<file path="src/mme_pkg.sv">
// Shared types, constants and helpers for the matrix multiply engine.
// No dependencies; every other file of the block imports this package.
package mme_pkg;

    // Store geometry and element format
    localparam int MAX_DIM    = 8;
    localparam int DATA_WIDTH = 16;
    localparam int DEPTH      = MAX_DIM * MAX_DIM;
    localparam int DIM_W      = (MAX_DIM > 1) ? $clog2(MAX_DIM) : 1;
    localparam int IDX_W      = 6;
    localparam int PROD_W     = 2 * DATA_WIDTH;
    localparam int RES_W      = 40;

    // Configuration register format
    localparam int CFG_W      = 4;
    localparam int ADDR_W     = 4;
    localparam int PDATA_W    = 32;
    localparam logic [CFG_W-1:0] CFG_DIM_RESET = CFG_W'(MAX_DIM);

    // Register indexes (byte address divided by four)
    localparam logic [1:0] REG_ROWS      = 2'd0;
    localparam logic [1:0] REG_INNER     = 2'd1;
    localparam logic [1:0] REG_COLS      = 2'd2;
    localparam logic [1:0] REG_TRANSPOSE = 2'd3;

    // Request op codes
    localparam logic [1:0] OP_LOAD_A  = 2'd0;
    localparam logic [1:0] OP_LOAD_B  = 2'd1;
    localparam logic [1:0] OP_COMPUTE = 2'd2;

    // Configuration as seen by the controller
    typedef struct packed {
        logic [CFG_W-1:0] rows;
        logic [CFG_W-1:0] inner;
        logic [CFG_W-1:0] cols;
        logic             transpose;
    } t_cfg;

    // Store write command
    typedef struct packed {
        logic                  we_a;
        logic                  we_b;
        logic [IDX_W-1:0]      addr;
        logic [DATA_WIDTH-1:0] data;
    } t_wr_cmd;

    // Tag that travels with each multiply-accumulate step
    typedef struct packed {
        logic             first;
        logic             last_k;
        logic             last_elem;
        logic [DIM_W-1:0] row;
        logic [DIM_W-1:0] col;
    } t_tag;

    // Per-cycle compute command
    typedef struct packed {
        logic             rd;
        logic [IDX_W-1:0] a_addr;
        logic [IDX_W-1:0] b_addr;
        t_tag             tag;
    } t_mac_cmd;

    // Datapath status back to the controller
    typedef struct packed {
        logic done;
    } t_dp_status;

    // Saturate a dimension to 1..MAX_DIM and return it minus one
    function automatic logic [DIM_W-1:0] dim_limit(input logic [CFG_W-1:0] d);
        logic [CFG_W-1:0] t;
        begin
            if (d == '0) begin
                t = '0;
            end else if (d > CFG_W'(MAX_DIM)) begin
                t = CFG_W'(MAX_DIM - 1);
            end else begin
                t = d - CFG_W'(1);
            end
            return t[DIM_W-1:0];
        end
    endfunction

endpackage

</file>
<file path="src/mme_ctrl.sv">
// Controller of the matrix multiply engine: request decode and the row,
// column and inner-index sequencer. Depends on mme_pkg.
module mme_ctrl (
    input  logic                          i_clk,
    input  logic                          i_rst_n,
    input  logic                          start,
    output logic                          busy,
    input  logic [1:0]                    i_op,
    input  logic [mme_pkg::IDX_W-1:0]     i_index,
    input  logic [mme_pkg::DATA_WIDTH-1:0] i_value,
    input  mme_pkg::t_cfg                 i_cfg,
    input  mme_pkg::t_dp_status           i_status,
    output mme_pkg::t_wr_cmd              o_wr,
    output mme_pkg::t_mac_cmd             o_mac
);
    import mme_pkg::*;

    localparam logic [1:0] S_IDLE  = 2'd0;
    localparam logic [1:0] S_RUN   = 2'd1;
    localparam logic [1:0] S_DRAIN = 2'd2;

    logic [1:0]       r_state, n_state;
    logic [DIM_W-1:0] r_i, n_i, r_j, n_j, r_k, n_k;
    logic [DIM_W-1:0] r_lim_r, r_lim_k, r_lim_c;
    logic             r_tr;
    logic             accept;
    logic             in_range;
    logic             k_end, j_end, i_end;

    assign accept   = start && (r_state == S_IDLE);
    assign busy     = (r_state != S_IDLE);
    assign in_range = ({1'b0, i_index} < (IDX_W + 1)'(DEPTH));

    // Decode loads into store writes
    always_comb begin
        o_wr.we_a = accept && (i_op == OP_LOAD_A) && in_range;
        o_wr.we_b = accept && (i_op == OP_LOAD_B) && in_range;
        o_wr.addr = i_index;
        o_wr.data = i_value;
    end

    assign k_end = (r_k == r_lim_k);
    assign j_end = (r_j == r_lim_c);
    assign i_end = (r_i == r_lim_r);

    // Issue one multiply-accumulate step per cycle while running
    always_comb begin
        o_mac.rd            = (r_state == S_RUN);
        o_mac.a_addr        = IDX_W'(IDX_W'(r_i) * IDX_W'(MAX_DIM) + IDX_W'(r_k));
        o_mac.b_addr        = r_tr ? IDX_W'(IDX_W'(r_j) * IDX_W'(MAX_DIM) + IDX_W'(r_k))
                                   : IDX_W'(IDX_W'(r_k) * IDX_W'(MAX_DIM) + IDX_W'(r_j));
        o_mac.tag.first     = (r_k == '0);
        o_mac.tag.last_k    = k_end;
        o_mac.tag.last_elem = k_end && j_end && i_end;
        o_mac.tag.row       = r_i;
        o_mac.tag.col       = r_j;
    end

    // Next state and counters
    always_comb begin
        n_state = r_state;
        n_i     = r_i;
        n_j     = r_j;
        n_k     = r_k;
        unique case (r_state)
            S_IDLE: begin
                if (accept && (i_op == OP_COMPUTE)) begin
                    n_state = S_RUN;
                    n_i     = '0;
                    n_j     = '0;
                    n_k     = '0;
                end
            end
            S_RUN: begin
                if (!k_end) begin
                    n_k = r_k + DIM_W'(1);
                end else begin
                    n_k = '0;
                    if (!j_end) begin
                        n_j = r_j + DIM_W'(1);
                    end else begin
                        n_j = '0;
                        if (!i_end) begin
                            n_i = r_i + DIM_W'(1);
                        end else begin
                            n_state = S_DRAIN;
                        end
                    end
                end
            end
            S_DRAIN: begin
                if (i_status.done) begin
                    n_state = S_IDLE;
                end
            end
            default: begin
                n_state = S_IDLE;
            end
        endcase
    end

    // Hold state; latch clamped dimensions when a compute starts
    always_ff @(posedge i_clk) begin
        if (!i_rst_n) begin
            r_state <= S_IDLE;
        end else begin
            r_state <= n_state;
        end
        r_i <= n_i;
        r_j <= n_j;
        r_k <= n_k;
        if (accept && (i_op == OP_COMPUTE)) begin
            r_lim_r <= dim_limit(i_cfg.rows);
            r_lim_k <= dim_limit(i_cfg.inner);
            r_lim_c <= dim_limit(i_cfg.cols);
            r_tr    <= i_cfg.transpose;
        end
    end

endmodule

</file>
<file path="src/mme_datapath.sv">
// Datapath of the matrix multiply engine: A and B stores, multiplier,
// accumulator and result register. Depends on mme_pkg.
module mme_datapath (
    input  logic                       i_clk,
    input  logic                       i_rst_n,
    input  mme_pkg::t_wr_cmd           i_wr,
    input  mme_pkg::t_mac_cmd          i_mac,
    output mme_pkg::t_dp_status        o_status,
    output logic                       o_valid,
    output logic [mme_pkg::DIM_W-1:0]  o_row,
    output logic [mme_pkg::DIM_W-1:0]  o_col,
    output logic signed [mme_pkg::RES_W-1:0] o_result_value,
    output logic                       o_last
);
    import mme_pkg::*;

    logic [DATA_WIDTH-1:0] mem_a [DEPTH];
    logic [DATA_WIDTH-1:0] mem_b [DEPTH];

    logic [DATA_WIDTH-1:0]     r_a_rd, r_b_rd;
    logic                      r_s1_vld, r_s2_vld;
    t_tag                      r_s1_tag, r_s2_tag;
    logic signed [PROD_W-1:0]  r_prod;
    logic signed [RES_W-1:0]   r_acc;
    logic signed [RES_W-1:0]   prod_ext;
    logic signed [RES_W-1:0]   sum;
    logic                      r_out_vld;
    logic [DIM_W-1:0]          r_out_row, r_out_col;
    logic signed [RES_W-1:0]   r_out_val;
    logic                      r_out_last;

    // Store writes and registered reads
    always_ff @(posedge i_clk) begin
        if (i_wr.we_a) begin
            mem_a[i_wr.addr] <= i_wr.data;
        end
        if (i_wr.we_b) begin
            mem_b[i_wr.addr] <= i_wr.data;
        end
        r_a_rd <= mem_a[i_mac.a_addr];
        r_b_rd <= mem_b[i_mac.b_addr];
    end

    // Multiply stage
    always_ff @(posedge i_clk) begin
        r_s1_tag <= i_mac.tag;
        r_s2_tag <= r_s1_tag;
        r_prod   <= $signed(r_a_rd) * $signed(r_b_rd);
    end

    // Accumulate: restart on the first inner step
    assign prod_ext = {{(RES_W - PROD_W){r_prod[PROD_W-1]}}, r_prod};
    assign sum      = (r_s2_tag.first ? RES_W'(0) : r_acc) + prod_ext;

    always_ff @(posedge i_clk) begin
        if (!i_rst_n) begin
            r_s1_vld  <= 1'b0;
            r_s2_vld  <= 1'b0;
            r_out_vld <= 1'b0;
        end else begin
            r_s1_vld  <= i_mac.rd;
            r_s2_vld  <= r_s1_vld;
            r_out_vld <= r_s2_vld && r_s2_tag.last_k;
        end
        if (r_s2_vld) begin
            r_acc <= sum;
        end
        if (r_s2_vld && r_s2_tag.last_k) begin
            r_out_val  <= sum;
            r_out_row  <= r_s2_tag.row;
            r_out_col  <= r_s2_tag.col;
            r_out_last <= r_s2_tag.last_elem;
        end
    end

    assign o_valid         = r_out_vld;
    assign o_row           = r_out_row;
    assign o_col           = r_out_col;
    assign o_result_value  = r_out_val;
    assign o_last          = r_out_last;
    assign o_status.done   = r_out_vld && r_out_last;

endmodule

</file>
<file path="src/matrix_multiply_engine_core.sv">
// Top level of the matrix multiply engine: configuration registers and
// the controller/datapath pair. Depends on mme_pkg, mme_ctrl, mme_datapath.
//
// Usage:
//  - Requests enter on start/i_op/i_index/i_value and are taken at a rising
//    edge with start high and busy low. Op load A / load B writes one
//    element of a store at row*8+column; op compute forms A*B, or A*B^T
//    when transpose is set, and emits every result element row-major.
//  - Results appear on o_row/o_col/o_result_value/o_last for one cycle
//    each, flagged by o_valid; o_last marks the final element. The
//    receiver cannot stall the block, so results are never held back.
//  - A load leaves busy low. A compute runs one multiply-accumulate per
//    cycle through a single read port on each store. Each step passes
//    through the store read registers, the product register and the
//    result register, and the results follow in order. Busy stays high
//    while the compute runs and falls after the final result.
//  - Registers (APB, byte address 4*i): rows, inner length, cols, each
//    4 bits and saturated to 1..8 when used, then transpose. Write them
//    only while busy is low.
//  - Reset clears control and sets all dimensions to 8 with no transpose;
//    store contents are undefined until loaded.
module matrix_multiply_engine_core (
    input  logic                              i_clk,
    input  logic                              i_rst_n,
    input  logic                              start,
    output logic                              busy,
    input  logic [1:0]                        i_op,
    input  logic [mme_pkg::IDX_W-1:0]         i_index,
    input  logic signed [mme_pkg::DATA_WIDTH-1:0] i_value,
    output logic                              o_valid,
    output logic [mme_pkg::DIM_W-1:0]         o_row,
    output logic [mme_pkg::DIM_W-1:0]         o_col,
    output logic signed [mme_pkg::RES_W-1:0]  o_result_value,
    output logic                              o_last,
    input  logic                              psel,
    input  logic                              penable,
    input  logic                              pwrite,
    input  logic [mme_pkg::ADDR_W-1:0]        paddr,
    input  logic [mme_pkg::PDATA_W-1:0]       pwdata,
    output logic [mme_pkg::PDATA_W-1:0]       prdata,
    output logic                              pready
);
    import mme_pkg::*;

    t_cfg       r_cfg;
    logic       cfg_we;
    logic [1:0] reg_sel;
    t_wr_cmd    wr_cmd;
    t_mac_cmd   mac_cmd;
    t_dp_status dp_status;

    assign pready  = 1'b1;
    assign reg_sel = paddr[3:2];
    assign cfg_we  = psel && penable && pwrite;

    // Configuration register writes
    always_ff @(posedge i_clk) begin
        if (!i_rst_n) begin
            r_cfg.rows      <= CFG_DIM_RESET;
            r_cfg.inner     <= CFG_DIM_RESET;
            r_cfg.cols      <= CFG_DIM_RESET;
            r_cfg.transpose <= 1'b0;
        end else if (cfg_we) begin
            unique case (reg_sel)
                REG_ROWS:      r_cfg.rows      <= pwdata[CFG_W-1:0];
                REG_INNER:     r_cfg.inner     <= pwdata[CFG_W-1:0];
                REG_COLS:      r_cfg.cols      <= pwdata[CFG_W-1:0];
                REG_TRANSPOSE: r_cfg.transpose <= pwdata[0];
                default: ;
            endcase
        end
    end

    // Register read-back
    always_comb begin
        unique case (reg_sel)
            REG_ROWS:      prdata = PDATA_W'(r_cfg.rows);
            REG_INNER:     prdata = PDATA_W'(r_cfg.inner);
            REG_COLS:      prdata = PDATA_W'(r_cfg.cols);
            REG_TRANSPOSE: prdata = PDATA_W'(r_cfg.transpose);
            default:       prdata = '0;
        endcase
    end

    mme_ctrl u_ctrl (
        .i_clk    (i_clk),
        .i_rst_n  (i_rst_n),
        .start    (start),
        .busy     (busy),
        .i_op     (i_op),
        .i_index  (i_index),
        .i_value  (i_value),
        .i_cfg    (r_cfg),
        .i_status (dp_status),
        .o_wr     (wr_cmd),
        .o_mac    (mac_cmd)
    );

    mme_datapath u_datapath (
        .i_clk          (i_clk),
        .i_rst_n        (i_rst_n),
        .i_wr           (wr_cmd),
        .i_mac          (mac_cmd),
        .o_status       (dp_status),
        .o_valid        (o_valid),
        .o_row          (o_row),
        .o_col          (o_col),
        .o_result_value (o_result_value),
        .o_last         (o_last)
    );

endmodule

</file>
<file path="config.mk">
export PLATFORM = sky130hd
export DESIGN_NAME = matrix_multiply_engine_core
export DESIGN_NICKNAME = d
export VERILOG_FILES = /design/src/mme_pkg.sv /design/src/mme_ctrl.sv /design/src/mme_datapath.sv /design/src/matrix_multiply_engine_core.sv
export SDC_FILE = /design/constraint.sdc
export NUM_CORES = 2
export LEC_CHECK = 0
export BUFFER_PORTS_ARGS = -buffer_cell sky130_fd_sc_hd__clkbuf_2
export CELL_PAD_IN_SITES_DETAIL_PLACEMENT = 1
export CELL_PAD_IN_SITES_GLOBAL_PLACEMENT = 2
export CORE_AREA = 2 2 530 532
export DETAILED_ROUTE_END_ITERATION = 12
export DIE_AREA = 0 0 532 534
export GPL_TIMING_DRIVEN = 1
export HOLD_SLACK_MARGIN = 0.02
export PLACE_DENSITY = 0.58
export RECOVER_POWER = 25
export SLEW_MARGIN = 20
export SYNTH_ARGS = -nofsm -noshare
export SYNTH_HDL_FRONTEND = slang
export SYNTH_SLANG_ARGS = --single-unit
</file>
<file path="constraint.sdc">
create_clock -name i_clk -period 8.1 [get_ports i_clk]
set_clock_uncertainty 0.15 [all_clocks]
set_input_delay 0.405 -clock i_clk [delete_from_list [all_inputs] [get_ports i_clk]]
set_output_delay 0.405 -clock i_clk [all_outputs]
set_load 0.01 [all_outputs]
</file>
==> metrics.md <==
| Metric | Value |
|---|---|
| Final Max Tran Viols | `1257` |
| R2R Path Start | `u_datapath.r_a_rd[7]$_DFF_P_` |
| Crit start category | `flop` |
| Lkg Pwr | `0.0371 uW` |
| Arrival @ worst endpoint | `7.64 ns` |
| Worst Setup SP | `u_datapath.r_a_rd[7]$_DFF_P_` |
| Grt ovf | `0` |
| Final period util | `86.8%` |
| Placed cell area | `0.103 mm^2` |
| HP Class | `input pin to flop` |
| Routed WL per cell | `27.6 um` |
| Final WS setup | `1.07 ns` |
| Ranking of synthesized cells by area | `edfxtp_1, mux4_2, fa_1, dfxtp_1, nand2_1` |
| Filler cells | `27.0k` |
| Final hold vios | `0` |
| Number of cells on the worst reg-to-reg path | `22` |
| Vias per inst | `5.12` |
| CP endpoint kind | `flop` |
| Relative slew slack | `-224%` |
| Worst flop-to-flop path endpoint | `u_datapath.r_prod[30]$_DFF_P_` |
| H-tree lvl count | `4` |
| DRT Pass-1 Iters | `7` |
| Worst-skew pair later-pin latency | `0.93 ns` |
| Synth top area share | `66.7%` |
| Die H | `534 um` |
| Total Power | `44700 uW` |
| Syn Std Cell Area | `0.0970 mm^2` |
| Post-synth top cells | `edfxtp_1, mux4_2, nand2_1, inv_1, fa_1` |
| CTS tree | `yes` |
| Maximum clock rate | `0.142 GHz` |
| CTS root buffer | `clkbuf_16` |
| Min-delay src | `i_index[3]` |
| Critical Path RT | `8.71 ns` |
| Via count | `48.8k` |
| Fin crit period | `7.03 ns` |
| Starting DRC count in detailed routing | `3843` |
| Vias in the first global route | `53.6k` |
| Pwr dens | `404 mW/mm^2` |
| First-pass GRT wire length | `385000 um` |
| Cell with the most instances after synthesis | `edfxtp_1` |
| Synth Instances | `5258` |
| MaxCap Viol Count | `24` |
| Clock transition at path regs | `0.07 ns` |
| Leading area contributor after synthesis | `edfxtp_1` |
| Placer Congestion | `0.754` |
| Post-route ant nets | `0` |
| Total Wirelength | `263000 um` |
| Final Cell Area | `0.111 mm^2` |
| Ys async rst share | `0%` |
| Largest net degree at the start of global routing | `100` |
| Drt drc | `0` |
| Seq/Total Area, Yosys | `68.7%` |
| DP Wirelength | `162000 um` |
| All-Layer GR Usage | `18.6%` |
| Status | `finished, violations left` |
| Antenna violations before repair | `19` |
| Die extent in x | `532 um` |
| Boundary Pins | `148` |
| Setup_tns | `0 ns` |
| Most used flip-flop cell after synthesis | `edfxtp_1` |
| Synth Warn # | `0` |
| Nets | `6045` |
| Sink Count | `2254` |
| Worst-margin pin slew | `4.85 ns` |
| Count of buffers from port buffering | `88` |
| Cell Rows | `194` |
| Peak supply drop | `1.16 mV` |
| Mapped Avg Cell Area | `18.5 um^2` |
| EDFF count, synth | `2154` |
| Die area | `0.284 mm^2` |
| Critical Path End | `u_datapath.r_prod[30]$_DFF_P_` |
| Yosys cell types | `69` |
| Initial Util | `34.8%` |
| Failing checks | `max-capacitance violations, max-slew violations` |
| Inserted Clock Buffers | `243` |
| Setup violators final | `0` |
| Core area | `0.278 mm^2` |
| RSZ-0062 raised after global routing | `false` |
| R2R setup slack | `1.07 ns` |
| Max Root-Sink Buffers | `4` |
| Register bit count reported by yosys | `2254` |
| Layout cell share with drive strength beyond 1 | `21.6%` |
| Worst Path Max Fanout | `16` |
| Place WS | `1.03 ns` |
| Area delta synth->final | `14.0%` |
| Kind of critical path | `flop to flop` |
[cells in the final DEF, fill, tap and decap left out, types with 10 or more instances in the layout]
master / n
a211oi_1: 10
a21o_1: 32
a21oi_1: 54
a311oi_1: 29
a31oi_1: 25
and2_1: 125
and3_1: 26
buf_4: 194
bufinv_16: 17
clkbuf_1: 97
clkbuf_16: 248
clkbuf_2: 72
clkinv_1: 52
clkinv_2: 38
conb_1: 29
dfxtp_1: 99
dlygate4sd3_1: 31
edfxtp_1: 2154
fa_1: 263
ha_1: 128
inv_1: 317
mux2i_1: 17
mux4_2: 593
nand2_1: 443
nand2b_1: 14
nand3_1: 143
nor2_1: 198
nor2_2: 24
nor2b_1: 49
nor3_1: 11
o21a_1: 16
o21ai_0: 37
xnor2_1: 58
xor2_1: 22
[power breakdown]
group          switching, uW  internal (uW)
clock                   4550           6150
sequential               167          13400
combinational          11500           8950
total                  16200          28500
[registers in the layout (all words and copies together) (netlist names), 13 cells and up]
signal / cells
u_datapath.r_b_rd: 16
u_datapath.r_a_rd: 16
u_datapath.r_acc: 40
u_datapath.mem_b: 1024
r_cfg: 13
u_datapath.mem_a: 1024
u_datapath.r_prod: 32
u_datapath.o_result_value: 40
[through the flow]
step | utilization, % | hold slack, ns | instances
2_1_floorplan | - | 0.160 | 5285
3_3_place_gp | 36.9 | 0.161 | 9034
3_5_place_dp | 36.9 | 0.166 | 9035
4_1_cts | 39.7 | 0.0503 | 9508
5_1_grt | 39.7 | 0.142 | 9511
6_report | 39.7 | 0.144 | 9517
[what timing repair did]
action | in CTS | in global routing
resized for setup | 0 | 0
endpoints found under the hold margin | 543 | 0
hold buffers | 31 | 0
setup buffers | 0 | 0
[worst min-delay path by stage]
stage | slack, ns | endpoint | cells after the start
final | 0.14 | u_datapath.mem_a[60][12]$_DFFE_PP_ | 3
after global placement | 0.16 | u_datapath.r_s2_tag[5]$_DFF_P_ | 0
after detailed placement | 0.17 | u_datapath.r_s2_tag[5]$_DFF_P_ | 0
after floorplan | 0.16 | u_datapath.r_s2_tag[0]$_DFF_P_ | 0
after CTS | 0.05 | u_datapath.mem_a[10][4]$_DFFE_PP_ | 1
after global routing | 0.14 | u_datapath.mem_a[60][12]$_DFFE_PP_ | 3
[logic make-up after synthesis]
logic type / after synthesis / synth area share [%]
buf+inv: 591 / 2.64
fa+ha+maj: 391 / 7.08
compound gates: 253 / 1.78
mux: 615 / 14.0
other cells: 2 / 0.00774
simple gates: 1072 / 5.04
xor+xnor: 80 / 0.722
flops: 2254 / 68.7
[worst max-delay path, cell delays in order, from the launching register on]
cell,delay (ns)
dfxtp_1,0.86
nand2_1,0.18
fa_1,0.56
inv_1,0.06
fa_1,0.50
inv_1,0.06
fa_1,0.53
inv_1,0.07
fa_1,0.46
fa_1,0.49
inv_1,0.05
fa_1,0.47
inv_1,0.04
ha_1,0.34
o21a_1,0.20
o21ai_0,0.36
a211oi_1,0.13
a211oi_2,0.26
a31oi_1,0.27
and4_4,0.30
a2111oi_4,0.38
a22oi_2,0.09
xor2_1,0.15
[layout make-up]
type | instances | area [um^2] | area share [%]
clock inverter | 122 | 1070 | 0.969
timing repair buffer | 332 | 2390 | 2.16
inverter | 317 | 1190 | 1.08
sequential | 2254 | 66700 | 60.3
multi-input combinational | 2440 | 28100 | 25.4
clock buffer | 320 | 6500 | 5.88
tap | 3724 | 4660 | 4.21
antenna | 8 | 20.0 | 0.0181
[per-layer routing]
layer  global-route usage, %  up-vias  routed length [um]
met5                       0        -                  25
met3                    2.40      297               10800
met1                    25.1    26700              114000
met2                    32.3      936              133000
li1                        -    20800                   -
met4                    3.87        4                4850
No activity file was read; power rests on OpenSTA's default activity.
